[config.mk]
export PLATFORM = sky130hd
export DESIGN_NAME = gray_code_pixel_decoder_core
export DESIGN_NICKNAME = d
export VERILOG_FILES = /design/src/design/gcpd_pkg.sv /design/src/design/gcpd_step.sv /design/src/design/gray_code_pixel_decoder_core.sv
export SDC_FILE = /design/constraint.sdc
export NUM_CORES = 1
export LEC_CHECK = 0
export BUFFER_PORTS_ARGS = -buffer_cell sky130_fd_sc_hd__buf_4
export CORE_MARGIN = 3
export CORE_UTILIZATION = 45
export DETAILED_ROUTE_END_ITERATION = 16
export SLEW_MARGIN = 40
export SYNTH_ARGS = -nofsm -noshare
export SYNTH_HDL_FRONTEND = slang
export SYNTH_HIERARCHICAL = 1
export SYNTH_SLANG_ARGS = --single-unit
export TNS_END_PERCENT = 5
[constraint.sdc]
create_clock -name clock -period 7.1 [get_ports clock]
set_input_delay 1.42 -clock clock [delete_from_list [all_inputs] [get_ports clock]]
set_output_delay 1.42 -clock clock [all_outputs]
set_load 0.02 [all_outputs]
[src/design/gcpd_pkg.sv]
// Shared types, constants and register codes for the Gray code pixel decoder.
// Used by gcpd_step and gray_code_pixel_decoder_core. No dependencies.

package gcpd_pkg;

   localparam int DEF_MAX_CODE_BITS = 12;
   localparam int DEF_PIXEL_BITS    = 8;

   localparam int ACC_W   = 12;
   localparam int THR_W   = 8;
   localparam int COUNT_W = 4;
   localparam int SIZE_W  = 13;

   localparam int CSR_ADDR_W = 3;
   localparam int CSR_DATA_W = 13;

   localparam logic [THR_W-1:0]   RST_BLACK_THR  = THR_W'(40);
   localparam logic [THR_W-1:0]   RST_WHITE_THR  = THR_W'(5);
   localparam logic [COUNT_W-1:0] RST_COL_COUNT  = COUNT_W'(10);
   localparam logic [COUNT_W-1:0] RST_ROW_COUNT  = COUNT_W'(10);
   localparam logic [SIZE_W-1:0]  RST_PROJ_WIDTH = SIZE_W'(1024);
   localparam logic [SIZE_W-1:0]  RST_PROJ_HEIGHT = SIZE_W'(768);

   typedef enum logic [CSR_ADDR_W-1:0] {
      CSR_BLACK_THRESHOLD  = 3'd0,
      CSR_WHITE_THRESHOLD  = 3'd1,
      CSR_COLUMN_BIT_COUNT = 3'd2,
      CSR_ROW_BIT_COUNT    = 3'd3,
      CSR_PROJECTOR_WIDTH  = 3'd4,
      CSR_PROJECTOR_HEIGHT = 3'd5
   } csr_index_type;

   typedef struct packed {
      logic [THR_W-1:0]   black_threshold;
      logic [THR_W-1:0]   white_threshold;
      logic [COUNT_W-1:0] column_bit_count;
      logic [COUNT_W-1:0] row_bit_count;
      logic [SIZE_W-1:0]  projector_width;
      logic [SIZE_W-1:0]  projector_height;
   } csr_type;

   typedef struct packed {
      logic [ACC_W-1:0] column_acc;
      logic [ACC_W-1:0] row_acc;
      logic             prev_binary_bit;
      logic             error_seen;
      logic             pixel_lit;
   } pixel_state_type;

   typedef struct packed {
      logic [ACC_W-1:0] proj_column;
      logic [ACC_W-1:0] proj_row;
      logic             lit;
      logic             decode_error;
   } result_type;

endpackage

[src/design/gcpd_step.sv]
// Next-state and result logic for one intensity pair of a pixel.
// Depends on gcpd_pkg for the state, register and result types.

module gcpd_step #(
   parameter int MAX_CODE_BITS = gcpd_pkg::DEF_MAX_CODE_BITS,
   parameter int PIXEL_BITS    = gcpd_pkg::DEF_PIXEL_BITS,
   parameter int IDX_W         = $clog2(2 * MAX_CODE_BITS + 1)
) (
   input  logic [IDX_W-1:0]          pair_index,
   input  gcpd_pkg::pixel_state_type state_cur,
   input  gcpd_pkg::csr_type         csr,
   input  logic [PIXEL_BITS-1:0]     normal_value,
   input  logic [PIXEL_BITS-1:0]     inverse_value,
   output logic [IDX_W-1:0]          pair_index_next,
   output gcpd_pkg::pixel_state_type state_next,
   output logic                      emit,
   output gcpd_pkg::result_type      result
);
   import gcpd_pkg::*;

   localparam logic [COUNT_W:0] MAX_CNT = (COUNT_W+1)'(MAX_CODE_BITS);

   function automatic logic [IDX_W-1:0] clamp_count(input logic [COUNT_W-1:0] c);
      logic [COUNT_W:0] ext;
      ext = {1'b0, c};
      if (ext == '0) begin
         return IDX_W'(1);
      end else if (ext > MAX_CNT) begin
         return IDX_W'(MAX_CODE_BITS);
      end
      return IDX_W'(ext);
   endfunction

   logic [IDX_W-1:0]        ccount;
   logic [IDX_W-1:0]        rcount;
   logic [IDX_W-1:0]        total;
   logic signed [PIXEL_BITS:0] diff;
   logic [PIXEL_BITS-1:0]   mag;
   logic                    gbit;
   logic                    prev_bit;
   logic                    bbit;
   logic                    err;
   pixel_state_type         upd;

   assign ccount = clamp_count(csr.column_bit_count);
   assign rcount = clamp_count(csr.row_bit_count);
   assign total  = ccount + rcount;
   assign diff   = $signed({1'b0, normal_value}) - $signed({1'b0, inverse_value});
   assign gbit   = normal_value > inverse_value;
   assign mag    = gbit ? (normal_value - inverse_value) : (inverse_value - normal_value);
   assign prev_bit = (pair_index == IDX_W'(1) || pair_index == ccount + IDX_W'(1)) ?
                     1'b0 : state_cur.prev_binary_bit;
   assign bbit   = prev_bit ^ gbit;

   always_comb begin
      upd = state_cur;
      if (pair_index == '0) begin
         upd.pixel_lit = diff > $signed({1'b0, PIXEL_BITS'(csr.black_threshold)});
         upd.prev_binary_bit = 1'b0;
      end else begin
         if (mag < PIXEL_BITS'(csr.white_threshold)) begin
            upd.error_seen = 1'b1;
         end
         upd.prev_binary_bit = bbit;
         if (pair_index <= ccount) begin
            upd.column_acc = {state_cur.column_acc[ACC_W-2:0], bbit};
         end else begin
            upd.row_acc = {state_cur.row_acc[ACC_W-2:0], bbit};
         end
      end
   end

   assign emit = pair_index >= total;
   assign err  = upd.error_seen
               || ({1'b0, upd.column_acc} >= SIZE_W'(csr.projector_width))
               || ({1'b0, upd.row_acc} >= SIZE_W'(csr.projector_height));

   always_comb begin
      if (upd.pixel_lit) begin
         result.proj_column  = upd.column_acc;
         result.proj_row     = upd.row_acc;
         result.lit          = 1'b1;
         result.decode_error = err;
      end else begin
         result = '0;
      end
      if (emit) begin
         state_next      = '0;
         pair_index_next = '0;
      end else begin
         state_next      = upd;
         pair_index_next = pair_index + IDX_W'(1);
      end
   end

endmodule

[src/design/gray_code_pixel_decoder_core.sv]
// Top level of the Gray code structured-light pixel decoder.
// Depends on gcpd_pkg and instantiates gcpd_step.
//
// Channel | Direction | Handshake           | Content
// req     | in        | req_valid/req_stall | one (normal, inverse) intensity pair
// rsp     | out       | rsp_valid/rsp_stall | column, row, lit and error of one pixel
// csr     | in        | csr_write           | register index and write data
//
// Each pair is latched in an input register and decoded combinationally; a pixel's result lands
// in an output register, and one item is taken per cycle unless the input side is stalled.
// The per-pixel state is updated in the same cycle that a pair leaves the input register.
// Reset restores the register defaults and clears the pixel state.
// A stalled result holds only pairs that would produce a new result; others keep flowing.

module gray_code_pixel_decoder_core #(
   parameter int MAX_CODE_BITS = gcpd_pkg::DEF_MAX_CODE_BITS,
   parameter int PIXEL_BITS    = gcpd_pkg::DEF_PIXEL_BITS
) (
   input  logic                            clock,
   input  logic                            reset,
   input  logic                            req_valid,
   output logic                            req_stall,
   input  logic [PIXEL_BITS-1:0]           req_normal_value,
   input  logic [PIXEL_BITS-1:0]           req_inverse_value,
   output logic                            rsp_valid,
   input  logic                            rsp_stall,
   output logic [gcpd_pkg::ACC_W-1:0]      rsp_proj_column,
   output logic [gcpd_pkg::ACC_W-1:0]      rsp_proj_row,
   output logic                            rsp_lit,
   output logic                            rsp_decode_error,
   input  logic                            csr_write,
   input  logic [gcpd_pkg::CSR_ADDR_W-1:0] csr_index,
   input  logic [gcpd_pkg::CSR_DATA_W-1:0] csr_data
);
   import gcpd_pkg::*;

   localparam int IDX_W = $clog2(2 * MAX_CODE_BITS + 1);

   csr_type                csr_ff;
   logic                   s1_valid_ff;
   logic                   s1_valid_in;
   logic [PIXEL_BITS-1:0]  s1_normal_ff;
   logic [PIXEL_BITS-1:0]  s1_inverse_ff;
   logic [IDX_W-1:0]       pair_index_ff;
   logic [IDX_W-1:0]       pair_index_in;
   pixel_state_type        state_ff;
   pixel_state_type        state_in;
   logic                   rsp_valid_ff;
   logic                   rsp_valid_in;
   result_type             result_ff;
   result_type             result_in;
   logic                   emit;
   logic                   s1_advance;
   logic                   req_accept;

   always_ff @(posedge clock) begin
      if (reset) begin
         csr_ff.black_threshold  <= RST_BLACK_THR;
         csr_ff.white_threshold  <= RST_WHITE_THR;
         csr_ff.column_bit_count <= RST_COL_COUNT;
         csr_ff.row_bit_count    <= RST_ROW_COUNT;
         csr_ff.projector_width  <= RST_PROJ_WIDTH;
         csr_ff.projector_height <= RST_PROJ_HEIGHT;
      end else if (csr_write) begin
         unique case (csr_index_type'(csr_index))
            CSR_BLACK_THRESHOLD:  csr_ff.black_threshold  <= csr_data[THR_W-1:0];
            CSR_WHITE_THRESHOLD:  csr_ff.white_threshold  <= csr_data[THR_W-1:0];
            CSR_COLUMN_BIT_COUNT: csr_ff.column_bit_count <= csr_data[COUNT_W-1:0];
            CSR_ROW_BIT_COUNT:    csr_ff.row_bit_count    <= csr_data[COUNT_W-1:0];
            CSR_PROJECTOR_WIDTH:  csr_ff.projector_width  <= csr_data[SIZE_W-1:0];
            CSR_PROJECTOR_HEIGHT: csr_ff.projector_height <= csr_data[SIZE_W-1:0];
            default: ;
         endcase
      end
   end

   gcpd_step #(
      .MAX_CODE_BITS(MAX_CODE_BITS),
      .PIXEL_BITS   (PIXEL_BITS),
      .IDX_W        (IDX_W)
   ) u_step (
      .pair_index     (pair_index_ff),
      .state_cur      (state_ff),
      .csr            (csr_ff),
      .normal_value   (s1_normal_ff),
      .inverse_value  (s1_inverse_ff),
      .pair_index_next(pair_index_in),
      .state_next     (state_in),
      .emit           (emit),
      .result         (result_in)
   );

   assign s1_advance  = s1_valid_ff && (!emit || !rsp_valid_ff || !rsp_stall);
   assign req_stall   = s1_valid_ff && !s1_advance;
   assign req_accept  = req_valid && !req_stall;
   assign s1_valid_in = req_accept || (s1_valid_ff && !s1_advance);
   assign rsp_valid_in = (s1_advance && emit) || (rsp_valid_ff && rsp_stall);

   always_ff @(posedge clock) begin
      if (reset) begin
         s1_valid_ff   <= 1'b0;
         rsp_valid_ff  <= 1'b0;
         pair_index_ff <= '0;
         state_ff      <= '0;
      end else begin
         s1_valid_ff  <= s1_valid_in;
         rsp_valid_ff <= rsp_valid_in;
         if (s1_advance) begin
            pair_index_ff <= pair_index_in;
            state_ff      <= state_in;
         end
      end
   end

   always_ff @(posedge clock) begin
      if (req_accept) begin
         s1_normal_ff  <= req_normal_value;
         s1_inverse_ff <= req_inverse_value;
      end
      if (s1_advance && emit) begin
         result_ff <= result_in;
      end
   end

   assign rsp_valid        = rsp_valid_ff;
   assign rsp_proj_column  = result_ff.proj_column;
   assign rsp_proj_row     = result_ff.proj_row;
   assign rsp_lit          = result_ff.lit;
   assign rsp_decode_error = result_ff.decode_error;

   // A shadowed pixel never reports coordinates or an error.
   a_shadow_zero: assert property (@(posedge clock) disable iff (reset)
      rsp_valid && !rsp_lit |-> rsp_proj_column == '0 && rsp_proj_row == '0
                                && !rsp_decode_error)
      else $error("shadowed pixel reported nonzero fields");

   // The pair position never runs past the last possible pair.
   a_index_range: assert property (@(posedge clock) disable iff (reset)
      pair_index_ff <= IDX_W'(2 * MAX_CODE_BITS))
      else $error("pair index out of range");

   // Emitting a result restarts the pixel.
   a_emit_restart: assert property (@(posedge clock) disable iff (reset)
      s1_advance && emit |=> pair_index_ff == '0 && state_ff == '0 && rsp_valid)
      else $error("pixel state not cleared after result");

   // The input side only stalls when a decoded item is blocked by the output.
   a_stall_cause: assert property (@(posedge clock) disable iff (reset)
      req_stall |-> s1_valid_ff && emit && rsp_valid_ff && rsp_stall)
      else $error("input stalled without a blocked result");

endmodule

==> results of run 1 <==
-- final timing paths --
kind / start / end / slack [ns] / cells after the start
max: csr_ff[33]$_SDFFE_PP1P_ / req_stall / 2.21 / 14
min: csr_ff[17]$_SDFFE_PP0P_ / csr_ff[17]$_SDFFE_PP0P_ / 0.46 / 2
min reg2reg: csr_ff[17]$_SDFFE_PP0P_ / csr_ff[17]$_SDFFE_PP0P_ / 0.46 / 2
max reg2reg: csr_ff[31]$_SDFFE_PP1P_ / rsp_decode_error$_DFFE_PP_ / 2.76 / 15
-- sequential cells by signal (all words and copies together) (netlist names) --
| register | flops |
|---|---|
| csr_ff | 50 |
| pair_index_ff | 5 |
| rsp_decode_error | 1 |
| rsp_lit | 1 |
| rsp_proj_column | 12 |
| rsp_proj_row | 12 |
| rsp_valid | 1 |
| s1_inverse_ff | 8 |
| s1_normal_ff | 8 |
| s1_valid_ff | 1 |
| state_ff | 27 |
-- where the power goes --
| part | leakage, uW | switching [uW] | internal (uW) | total [uW] |
|---|---|---|---|---|
| logic | 0.00230 | 183 | 138 | 321 |
| registers | 0.00105 | 10.9 | 761 | 772 |
| clock network | 0.000280 | 330 | 488 | 818 |
| total | 0.00362 | 524 | 1390 | 1910 |
-- area by class of cell --
class,instances,area [um2]
clock inverter,11,78.8
timing repair buffer,70,533
tap,220,275
clock buffer,21,482
multi-input combinational,561,4130
sequential,126,2940
fill,1525,7850
inverter,94,353
-- worst reg2reg max path: cells and delay by family, from the launching register on --
family / cells / cell delay [ns]
DFF: 1 / 0.36
adders and majority gates: 2 / 0.61
buffers and inverters: 2 / 0.18
and+or+nand+nor: 2 / 0.76
AOI/OAI and AO/OA: 8 / 1.84
muxes: 1 / 0.43
-- through the flow --
stage | total power [uW] | cell area [um2] | setup WS (ns)
final | 1910 | 8800 | 2.21
after global routing | 2000 | 8800 | 1.99
after CTS | 1930 | 8780 | 2.18
after detailed placement | 1110 | 8220 | 2.65
after global placement | 1100 | 8210 | 2.56
after floorplan | 1040 | 7670 | 2.87
-- Yosys cell counts (6+ instances only) --
cell       n  area share
nand2b_1  66       0.054
a211oi_1   7      0.0068
xnor2_1   14       0.016
buf_2      8      0.0052
mux2i_1   73       0.095
ha_1      71        0.12
nor2_1    79       0.039
a21o_1     9      0.0088
dfxtp_1   84        0.22
nor2_4     8       0.012
nor3_1     9      0.0059
nor2b_1    7      0.0057
edfxtp_1  42        0.16
clkbuf_1  18      0.0088
nand3_1    6      0.0039
xor2_1     7      0.0080
nand4_1    6      0.0049
buf_4      9      0.0088
nand2_1   61       0.030
o21ai_0   12      0.0078
a21oi_1   54       0.035
inv_1     93       0.045
-- logic make-up (layout without fill, tap and decap cells) --
| kind of cell | count (synthesis) | after routing |
|---|---|---|
| flip-flops | 126 | 126 |
| adder cells (fa/ha/maj) | 74 | 74 |
| buffers and inverters | 136 | 196 |
| XOR/XNOR | 22 | 22 |
| AND/OR/NAND/NOR | 271 | 271 |
| multiplexers | 76 | 76 |
| AO/OA/AOI/OAI | 118 | 118 |
-- metal layers --
| metal | share of wire | wire, um |
|---|---|---|
| met2 | 0.50 | 8140 |
| met5 | 0 | 0 |
| met3 | 0.030 | 490 |
| met1 | 0.46 | 7520 |
| met4 | 0.016 | 256 |
==> summary.txt, run 1 <==
Finish
  • N_diodes: 0
  • Ratio of cells with drive above 1 in the final layout: 0.151
  • Net total in the final layout: 980
  • Fin util: 0.529
  • Fin cells: 1103
  • Most common cell after layout, fill and taps aside: inv_1
  • Most frequent cells in the layout: inv_1 (93), dfxtp_1 (84), nor2_1 (79), mux2i_1 (73), ha_1 (71)
  • Synth-to-Final Area Change: 14.6%

Routing
  • DR vias: 5634
  • Drt drc: 0
  • Post-Route WL: 16400 um
  • ANT nets after route: 0
  • WL per Instance: 14.9 um
  • DR vias/cell: 5.11
  • 1st-iter DRT viols: 308
  • Pre-antenna DRT Iters: 4

Place
  • GPL Wtd Cong: 0.867
  • DP Wirelength: 12100 um
  • Port buffer count: 64
  • DP Cell Count: 1070

Logic synthesis
  • Post-synthesis compound-gate area fraction: 0.101
  • Adder-cell share of the synthesized area: 0.122
  • Multiplexer share of the synthesized area: 0.0996
  • Sequential fraction of the synthesis area: 0.383
  • Cell count after synthesis: 823
  • Largest family of logic cells by synthesized area: simple AND/OR/NAND/NOR gates
  • EDFF count, synth: 42
  • Most used DFF post-synth: dfxtp_1
  • Yosys cell types: 70
  • Syn Nets: 933
  • FFs w/ async S/R, synth: 0
  • Yosys Warn Count: 6
  • Avg Inst Size Synth: 9.33 um2
  • XOR/XNOR Fraction of Synth Area: 0.0261
  • Post-synth design cell area: 7670 um2
  • Synth Area in Simple Gates: 0.189
  • Synthesis-stage register bit count: 126

Power
  • PD cells: 217 nW/um2
  • Leak: 0.00362 uW
  • VDD IR max: 156 uV

GRT
  • Met2 Track Usage GR: 0.312
  • Vias in the first global route: 5646
  • Most Used Layer, Global Route: met2
  • Met3 Use GR: 0.0316
  • First-pass GRT wire length: 27200 um
  • Initial antenna violation count: 0
  • Remaining global-route overflow: 0
  • Tot GR Track Use: 0.183
  • Pin count of the biggest net entering global routing: 119
  • GR Util met1: 0.235

Floorplanning
  • Die Span Y: 137 um
  • Core area: 16600 um2
  • Die Area: 18700 um2
  • IO Count: 65
  • Initial Utilization: 0.461
  • Chip width: 137 um
  • Row count: 47

Critical path
  • Cell family with most CP delay: adder cells
  • Required @ worst endpoint: 5.68 ns
  • CP peak stage delay: 0.44 ns
  • Crit path capture type: output port
  • Crit path cell chain: inv_1 -> o2bb2ai_1 -> ha_1 -> maj3_1 -> a21oi_1 -> xor2_1 -> ha_1 -> nand2_1 -> o21ai_0 -> a21o_1 -> buf_4 -> nand4_1 -> inv_1 -> buf_4
  • CP bufs+invs: 4
  • CP max FO: 36
  • CP max stage cell: dfxtp_1
  • Setup CP Type: reg2out
  • Crit path launch type: register
  • Worst endpoint data arrival time: 3.47 ns

CTS
  • CTS buffer count: 17
  • Worst-path clk slew: 0.06 ns
  • Clock sink count: 126
  • Clock network latency to the later pin of the worst-skew pair: 0.42 ns
  • Cts repair resizes: 0
  • CTS tree: built
  • Clock buffer depth: 2
  • CTS Hold Bufs: 0
  • H-tree depth: 4
  • Setup Fix Bufs, Post-CTS: 0
  • Root Driver: clkbuf_16

Timing
  • Pins Over Slew Limit: 0
  • Fmax: 204 MHz
  • Setup TNS: 0 ns
  • WHS: 0.461 ns
  • Slew @ Worst Pin: 0.767 ns
  • Worst slew margin: 0.489
  • Unrepaired setup endpoints after global routing: false
  • Tmin final: 4.89 ns
  • Final hold vios: 0
  • Worst Skew: 0.00982 ns
  • Final setup vio count: 0
  • Tcrit/Tclk final: 0.689

Flow run
  • Maxcap violations: 0

Outcome
  • Status: finished, final reports clean

Min path
  • Hold Path Class: reg2reg
(Power assumes the default switching activity.)
==> run 2: changes to the inputs <==
Clock period 7.1 ns to 4.68 ns, I/O delays scaled along.
==> run 2 against run 1 <==
Via count is 0.50% higher. Worst setup slack got worse by 1.8 ns. Final cell count increased by 0.45%. Clock skew is 0.0010 ns lower. Register-to-register slack worse by 2.4 ns. Critical path depth is 1 higher. Largest cell class unchanged. Largest power group unchanged. Core utilization is 0.53 points higher.
==> summary.txt, run 2 (same netlist as run 1, synthesis figures left out) <==
Outcome
  • Status: finished, final reports clean (unchanged)

GRT
  • First-pass GRT wire length: 26800 um (was 27200 um)
  • Initial antenna violation count: 0 (unchanged)
  • Tot GR Track Use: 0.182 (was 0.183)
  • Vias in the first global route: 5595 (was 5646)
  • Pin count of the biggest net entering global routing: 119 (unchanged)
  • Remaining global-route overflow: 0 (unchanged)

Timing
  • Slew @ Worst Pin: 0.716 ns (was 0.767 ns)
  • Worst Skew: 0.00879 ns (was 0.00982 ns)
  • Final hold vios: 0 (unchanged)
  • Fmax: 233 MHz
  • Tcrit/Tclk final: 0.916
  • Setup TNS: 0 ns (unchanged)
  • Final setup vio count: 0 (unchanged)
  • Worst slew margin: 0.523 (was 0.489)
  • Final worst slack: 0.391 ns (was 2.21 ns)
  • Unrepaired setup endpoints after global routing: false (unchanged)
  • WHS: 0.453 ns (was 0.461 ns)
  • Tmin final: 4.29 ns
  • Pins Over Slew Limit: 0 (unchanged)

Place
  • Port buffer count: 64 (unchanged)
  • GPL Wtd Cong: 0.854 (was 0.867)
  • DP Wirelength: 11800 um (was 12100 um)
  • Setup slack after placement: 0.440 ns (was 2.65 ns)
  • DP Cell Count: 1076 (was 1070)

CTS
  • H-tree depth: 4 (unchanged)
  • CTS Hold Bufs: 0 (unchanged)
  • Cts repair resizes: 0 (unchanged)
  • Root Driver: clkbuf_16 (unchanged)
  • Setup Fix Bufs, Post-CTS: 0 (unchanged)
  • Clock sink count: 126 (unchanged)
  • Clock buffer depth: 2 (unchanged)
  • CTS buffer count: 17 (unchanged)
  • Worst-path clk slew: 0.06 ns (about the same)
  • Clock network latency to the later pin of the worst-skew pair: 0.42 ns (about the same)
  • CTS tree: built (unchanged)

Flow run
  • Maxcap violations: 0 (unchanged)

Finish
  • Fin cells: 1108 (was 1103)
  • Ratio of cells with drive above 1 in the final layout: 0.154 (was 0.151)
  • N_diodes: 0 (unchanged)
  • Most frequent cells in the layout: inv_1 (93), dfxtp_1 (84), nor2_1 (79), buf_4 (74), mux2i_1 (73) (was inv_1 (93), dfxtp_1 (84), nor2_1 (79), mux2i_1 (73), ha_1 (71))
  • Largest register FFs: 50 (unchanged)
  • Net total in the final layout: 985 (was 980)
  • Biggest regs: csr_ff (50), state_ff (27) (unchanged)
  • Synth-to-Final Area Change: 15.8% (was 14.6%)
  • Most common cell after layout, fill and taps aside: inv_1 (unchanged)
  • Top reg by flops: csr_ff (unchanged)

Critical path
  • Crit path launch type: register (unchanged)
  • Crit path capture type: register (was output port)
  • CP max FO: 13 (was 36)
  • Setup CP Type: reg2reg (was reg2out)
  • Worst endpoint data arrival time: 4.55 ns (was 3.47 ns)
  • Crit path cell chain: a21boi_1 -> inv_1 -> ha_1 -> nor2b_4 -> o211ai_2 -> a21oi_2 -> a21o_1 -> mux2i_1 -> inv_1 -> ha_1 -> o21ai_0 -> o21ai_0 -> a21oi_1 -> or4b_2 -> a41oi_1 (was inv_1 -> o2bb2ai_1 -> ha_1 -> maj3_1 -> a21oi_1 -> xor2_1 -> ha_1 -> nand2_1 -> o21ai_0 -> a21o_1 -> buf_4 -> nand4_1 -> inv_1 -> buf_4)
  • CP max stage cell: or4b_2 (was dfxtp_1)
  • CP peak stage delay: 0.62 ns (was 0.44 ns)
  • Required @ worst endpoint: 4.94 ns (was 5.68 ns)

Routing
  • Drt drc: 0 (unchanged)
  • ANT nets after route: 0 (unchanged)
  • Pre-antenna DRT Iters: 5 (was 4)
  • DR vias: 5662 (was 5634)
  • WL per Instance: 14.6 um (was 14.9 um)
  • DR vias/cell: 5.11 (about the same)
  • Post-Route WL: 16100 um (was 16400 um)
  • 1st-iter DRT viols: 351 (was 308)

Floorplanning
  • Core area: 16600 um2 (unchanged)
  • IO Count: 65 (unchanged)
  • Die Area: 18700 um2 (unchanged)
  • Row count: 47 (unchanged)
  • Chip width: 137 um (unchanged)
  • Die Span Y: 137 um (unchanged)
  • Initial Utilization: 0.461 (unchanged)

Power
  • VDD IR max: 255 uV (was 156 uV)
  • Leak: 0.00366 uW (was 0.00362 uW)
  • PD cells: 338 nW/um2 (was 217 nW/um2)

Min path
  • Hold Path Class: reg2reg (unchanged)
==> run 2: critical path, delay by kind of cell (launching register included) <==
kind / cells / cell delay [ns]
adder cells (fa/ha/maj): 2 / 0.59
AO/OA/AOI/OAI: 8 / 1.83
buffers and inverters: 2 / 0.19
flip-flops: 1 / 0.36
multiplexers: 1 / 0.39
AND/OR/NAND/NOR: 2 / 0.76
==> run 2: path summary, 6_finish.rpt <==
kind / start / endpoint / slack (ns) / cells after the start
worst min register to register: csr_ff[3]$_SDFFE_PP0P_ / csr_ff[3]$_SDFFE_PP0P_ / 0.45 / 2
worst max register to register: csr_ff[31]$_SDFFE_PP1P_ / rsp_decode_error$_DFFE_PP_ / 0.39 / 15
worst min-delay path: csr_ff[3]$_SDFFE_PP0P_ / csr_ff[3]$_SDFFE_PP0P_ / 0.45 / 2
worst max-delay path: csr_ff[31]$_SDFFE_PP1P_ / rsp_decode_error$_DFFE_PP_ / 0.39 / 15
==> run 2: metrics by stage <==
step | power [uW] | cell area, um2 | util
after floorplan | 1580 | 7670 | -
after global placement | 1670 | 8260 | 0.496
after detailed placement | 1680 | 8270 | 0.497
after CTS | 3030 | 8880 | 0.534
after global routing | 3140 | 8880 | 0.534
final | 3010 | 8880 | 0.534
==> run 2: area by class of cell <==
type / count / area (um2)
fill: 1539 / 7760
inverter: 94 / 353
tap: 220 / 275
timing repair buffer: 75 / 567
multi-input combinational: 561 / 4130
sequential: 126 / 2940
clock inverter: 10 / 98.8
clock buffer: 22 / 518
==> run 2: layer usage <==
metal	wire, um	global-route usage	share of wire	vias to the layer above
met4	329	0.0728	0.020	0
met3	560	0.0342	0.035	23
met5	0	0	0	-
met1	7330	0.223	0.45	2653
met2	7910	0.315	0.49	98
li1	-	-	-	2888
==> run 2: report_power, final <==
group / switching [uW] / internal [uW]
Sequential: 16.2 / 1150
Combinational: 282 / 211
Clock: 500 / 843
Total: 798 / 2210
